<file path="src/sv/msm_ram.sv">
// ----------------------------------------------------------------------------
// msm_ram
// Generic single-write, single-read RAM with registered read data.
// ----------------------------------------------------------------------------
module msm_ram #(
  parameter int WIDTH = 32,
  parameter int DEPTH = 64
) (
  input  logic                                       clk,
  input  logic                                       we,
  input  logic [((DEPTH > 1) ? $clog2(DEPTH) : 1)-1:0] waddr,
  input  logic [WIDTH-1:0]                           wdata,
  input  logic [((DEPTH > 1) ? $clog2(DEPTH) : 1)-1:0] raddr,
  output logic [WIDTH-1:0]                           rdata
);

  logic [WIDTH-1:0] mem [DEPTH];

  always_ff @(posedge clk) begin
    if (we) begin
      mem[waddr] <= wdata;
    end
    rdata <= mem[raddr];
  end

endmodule

</file>
<file path="config.mk">
export PLATFORM = sky130hd
export DESIGN_NAME = msm_ram
export DESIGN_NICKNAME = d
export VERILOG_FILES = /design/src/sv/msm_ram.sv
export SDC_FILE = /design/constraint.sdc
export NUM_CORES = 2
export LEC_CHECK = 0
export BUFFER_PORTS_ARGS = -buffer_cell sky130_fd_sc_hd__clkbuf_2
export CAP_MARGIN = 20
export CORE_MARGIN = 5
export CORE_UTILIZATION = 55
export DETAILED_ROUTE_END_ITERATION = 10
export HOLD_SLACK_MARGIN = 0.02
export PLACE_DENSITY = 0.7
export SYNTH_ARGS = -nofsm -noshare
export SYNTH_HDL_FRONTEND = slang
export SYNTH_SLANG_ARGS = --single-unit
export TNS_END_PERCENT = 5
</file>
<file path="constraint.sdc">
create_clock -name clk -period 6.2 [get_ports clk]
set_clock_uncertainty 0.2 [all_clocks]
set_input_delay 1.24 -clock clk [delete_from_list [all_inputs] [get_ports clk]]
set_output_delay 1.24 -clock clk [all_outputs]
set_load 0.02 [all_outputs]
</file>
Word-level counts from Yosys, hierarchy flattened
Memory sizes are Yosys's and may differ from the RTL's. A register that Yosys moved wholly into a read port is not among the register bits.
Index checks and enable logic that the tools add are counted.
Widths: inputs -> output; s select.

cells by class
  muxes and demuxes = 2

operators by type and width
  kind    count
  $mux 1  2

word-level totals
  register bits after elaboration = 0
  bits in writable memories = 2048
  input port bits = 46
  output and inout bits = 32
  logic and storage cells = 3
  memories kept = 1

memory list
  name  depth  width  rd ports  clocked after Yosys merged registers in  write ports  RTL line  source
  mem   64     32     1         1                                        1            17        logic [WIDTH-1:0] mem [DEPTH];

Longest topological paths before layout
  word-level depth = 2
  mapped depth = 10
  depth with buffers taken out = 5

Worst setup path before layout
OpenSTA, ideal clock, no wires.

  path kind = input -> register
  start point = input waddr[3] (netlist bit)
  end point = memory mem[48][0] (enable)
  library setup time = 0.461 ns
  arrival = 3.939 ns
  required time = 5.539 ns
  path slack = 1.600 ns
  cell stages on the path = 4
  buffers on the path = 1
  cells stage by stage = clkbuf_1 > nor2b_1 > nand4b_1 > nor3_1

RTL lines
  what         RTL line  source
  from (decl)  11        input logic [((DEPTH > 1) ? $clog2(DEPTH) : 1)-1:0] waddr,
  to (decl)    17

No word-level cell before the write port.

==> run summary <==
status -> completed
PwrDens -> 324 nW/µm²
synthesized netlist net count -> 3370
pin count of the biggest net entering global routing -> 89
Final #Nets -> 3618
Data required, critical path -> 6.64 ns
I/O Buffers -> 77
Non-Filler Instances -> 5638
maximum vdd ir drop -> 0.000229 V
row count -> 138
cts repair resizes -> 0
global-route wire length before repair -> 283000 µm
number of synthesized flops with an enable pin -> 2048
cell with the most instances after synthesis -> edfxtp_1
flops & latches, synth -> 2080
Seq/Total Area, Yosys -> 79.1%
min-delay worst type -> reg2reg
Synth Area per Inst -> 23.6 µm²
Die H -> 388 µm
largest area contributor in the netlist -> edfxtp_1
CP max FO -> 67
hold buffer count at cts -> 0
TritonCTS Sinks -> 2080
gpl congestion -> 0.810
crit path DAT -> 4.53 ns
H-tree depth -> 4
CP Class -> in2reg
Starting DRT DRC Count -> 5186
vias post-DR -> 37700
FFs w/ async S/R, synth -> 0%
Top FF cell, synth -> edfxtp_1
Synth Instances -> 3324
Slew @ Worst Pin -> 1.16 ns
dpl hpwl -> 112000 µm
Slew headroom -> 22.6%
startpoint types -> primary input
Clk Tree Root Cell -> clkbuf_16
Synth top cells by count -> 2048 x edfxtp_1, 544 x mux4_2, 137 x nor2_1
maximum clock rate -> 245 MHz
warnings from Yosys -> 0
die width -> 388 µm
Area growth, synth to finish -> 13.3%
Synth top area share -> 78.3%
pre-CTS setup slack -> 1.31 ns
total grt overflow -> 0
Synth cell types -> 34
crit share post-route -> 65.9%
final WL -> 201000 µm
Skew-Pair Late Insertion Delay -> 0.81 ns
ranking of synthesized cells by area -> edfxtp_1 78%, mux4_2 16%, mux2i_1 1.2%, dfxtp_1 0.82%, o22ai_1 0.67%
CTS tree -> done
placed insts -> 5234
die area -> 150000 µm²
Max Slew Vio Count -> 0
Leak Pwr -> 27.8 nW
post-route setup TNS -> 0 ns
Final ANT Viol Nets -> 0
layout cells sized above 1 -> 30.1%
post-CTS setup buffer count -> 0
I/O pin cnt -> 78
Setup Viol. Count Final -> 0
clk buf depth -> 3
Power Total -> 28.8 mW
CP Capture Type -> flip-flop
initial core utilization -> 55.4%
initial antenna violation count -> 14
vias in the first global route -> 38200
Max Cap Violations -> 0
final hold vios -> 0
Total Routing Usage GR -> 26.8%
core footprint -> 142000 µm²
Worst-path clk slew -> 0.06 ns
final worst slack -> 2.11 ns
RSZ-0062 raised after global routing -> false
Vias/cell -> 6.68
Post-route DRC -> 0
Tmin final -> 4.09 ns
DR pass1 iterations -> 7
routed len/inst -> 35.6 µm
Synth Cell Area -> 78500 µm²
CTS Buf Count -> 198
## critical path, cell delays in order
cell and delay (ns):
buf_8 0.57, buf_12 0.45, buf_4 0.35, or3b_1 0.48, o221ai_1 0.29, a21oi_1 0.09, a21oi_1 0.81, nor2_1 0.09
## registers in the layout (all words and copies together), names as in the netlist
signal	cells
mem	2048
rdata	32
## layout make-up
type                    count  area (µm²)
repair buffers            230        2150
clock buffers             263        5440
diodes                      5        12.5
fillers                  9149       52800
multi-input cells        1062       16000
flip-flops and latches   2080       62100
well taps                1890        2360
clock inverters           108         907
## layer usage
metal	wire, µm	GRT usage [%]	vias up
met5	78	0	-
met4	7620	10.0	12
met3	23700	7.24	373
met2	95700	41.5	2437
met1	73500	37.5	20100
li1	-	-	14800
## through the flow
stage	hold WS (ns)	util, %	instance area, µm²
6_report	0.558	62.8	89000
5_1_grt	0.578	62.8	89000
4_1_cts	0.553	62.4	88400
3_5_place_dp	0.543	57.9	82100
3_3_place_gp	0.511	57.8	82000
2_1_floorplan	0.463	-	78500
## final timing paths
check,start,slack (ns),cells past startpoint,endpoint
max,raddr[0],2.11,8,rdata[3]$_DFF_P_
min,mem[28][4]$_DFFE_PP_,0.56,4,rdata[4]$_DFF_P_
max reg2reg,mem[13][3]$_DFFE_PP_,3.71,5,rdata[3]$_DFF_P_
min reg2reg,mem[28][4]$_DFFE_PP_,0.56,4,rdata[4]$_DFF_P_
## layout by cell type (no fill, tap or decap), types with 3 or more instances in the layout
cell type and instances:
a21oi_1 62, a22oi_1 12, a311oi_1 8, a41o_1 4
and3_1 4, buf_12 42, buf_16 3, buf_4 109
buf_8 3, bufinv_16 14, clkbuf_1 49, clkbuf_16 205
clkbuf_2 73, clkbuf_8 9, clkinv_1 43, clkinv_2 39
clkinv_8 4, clkinvlp_4 4, dfxtp_1 32, diode_2 5
edfxtp_1 2048, inv_6 4, mux2i_1 93, mux4_2 544
nand2_1 26, nand2b_1 5, nand2b_2 3, nand3_1 5
nand3b_1 5, nor2_1 75, nor2_4 62, nor2b_1 15
nor3_1 5, o221ai_1 27, o22ai_1 84, o32ai_1 4
or3_1 3, or3b_2 3
## logic make-up (layout without fill, tap and decap cells)
logic type / Yosys count / count (layout) / synth area share (%)
flops: 2080 / 2080 / 79.1
mux: 637 / 637 / 16.8
simple gates: 223 / 223 / 1.27
compound gates: 202 / 202 / 1.67
buf+inv: 182 / 601 / 1.13
other cells: 0 / 5 / 0
## power breakdown
| group | switching [mW] | total, mW | leakage, nW | internal [mW] |
|---|---|---|---|---|
| Sequential | 0.0697 | 15.6 | 18.7 | 15.6 |
| Clock | 5.03 | 11.8 | 3.11 | 6.73 |
| Combinational | 0.881 | 1.43 | 6.00 | 0.544 |
Note: power is estimated with default switching activity, not from simulation.
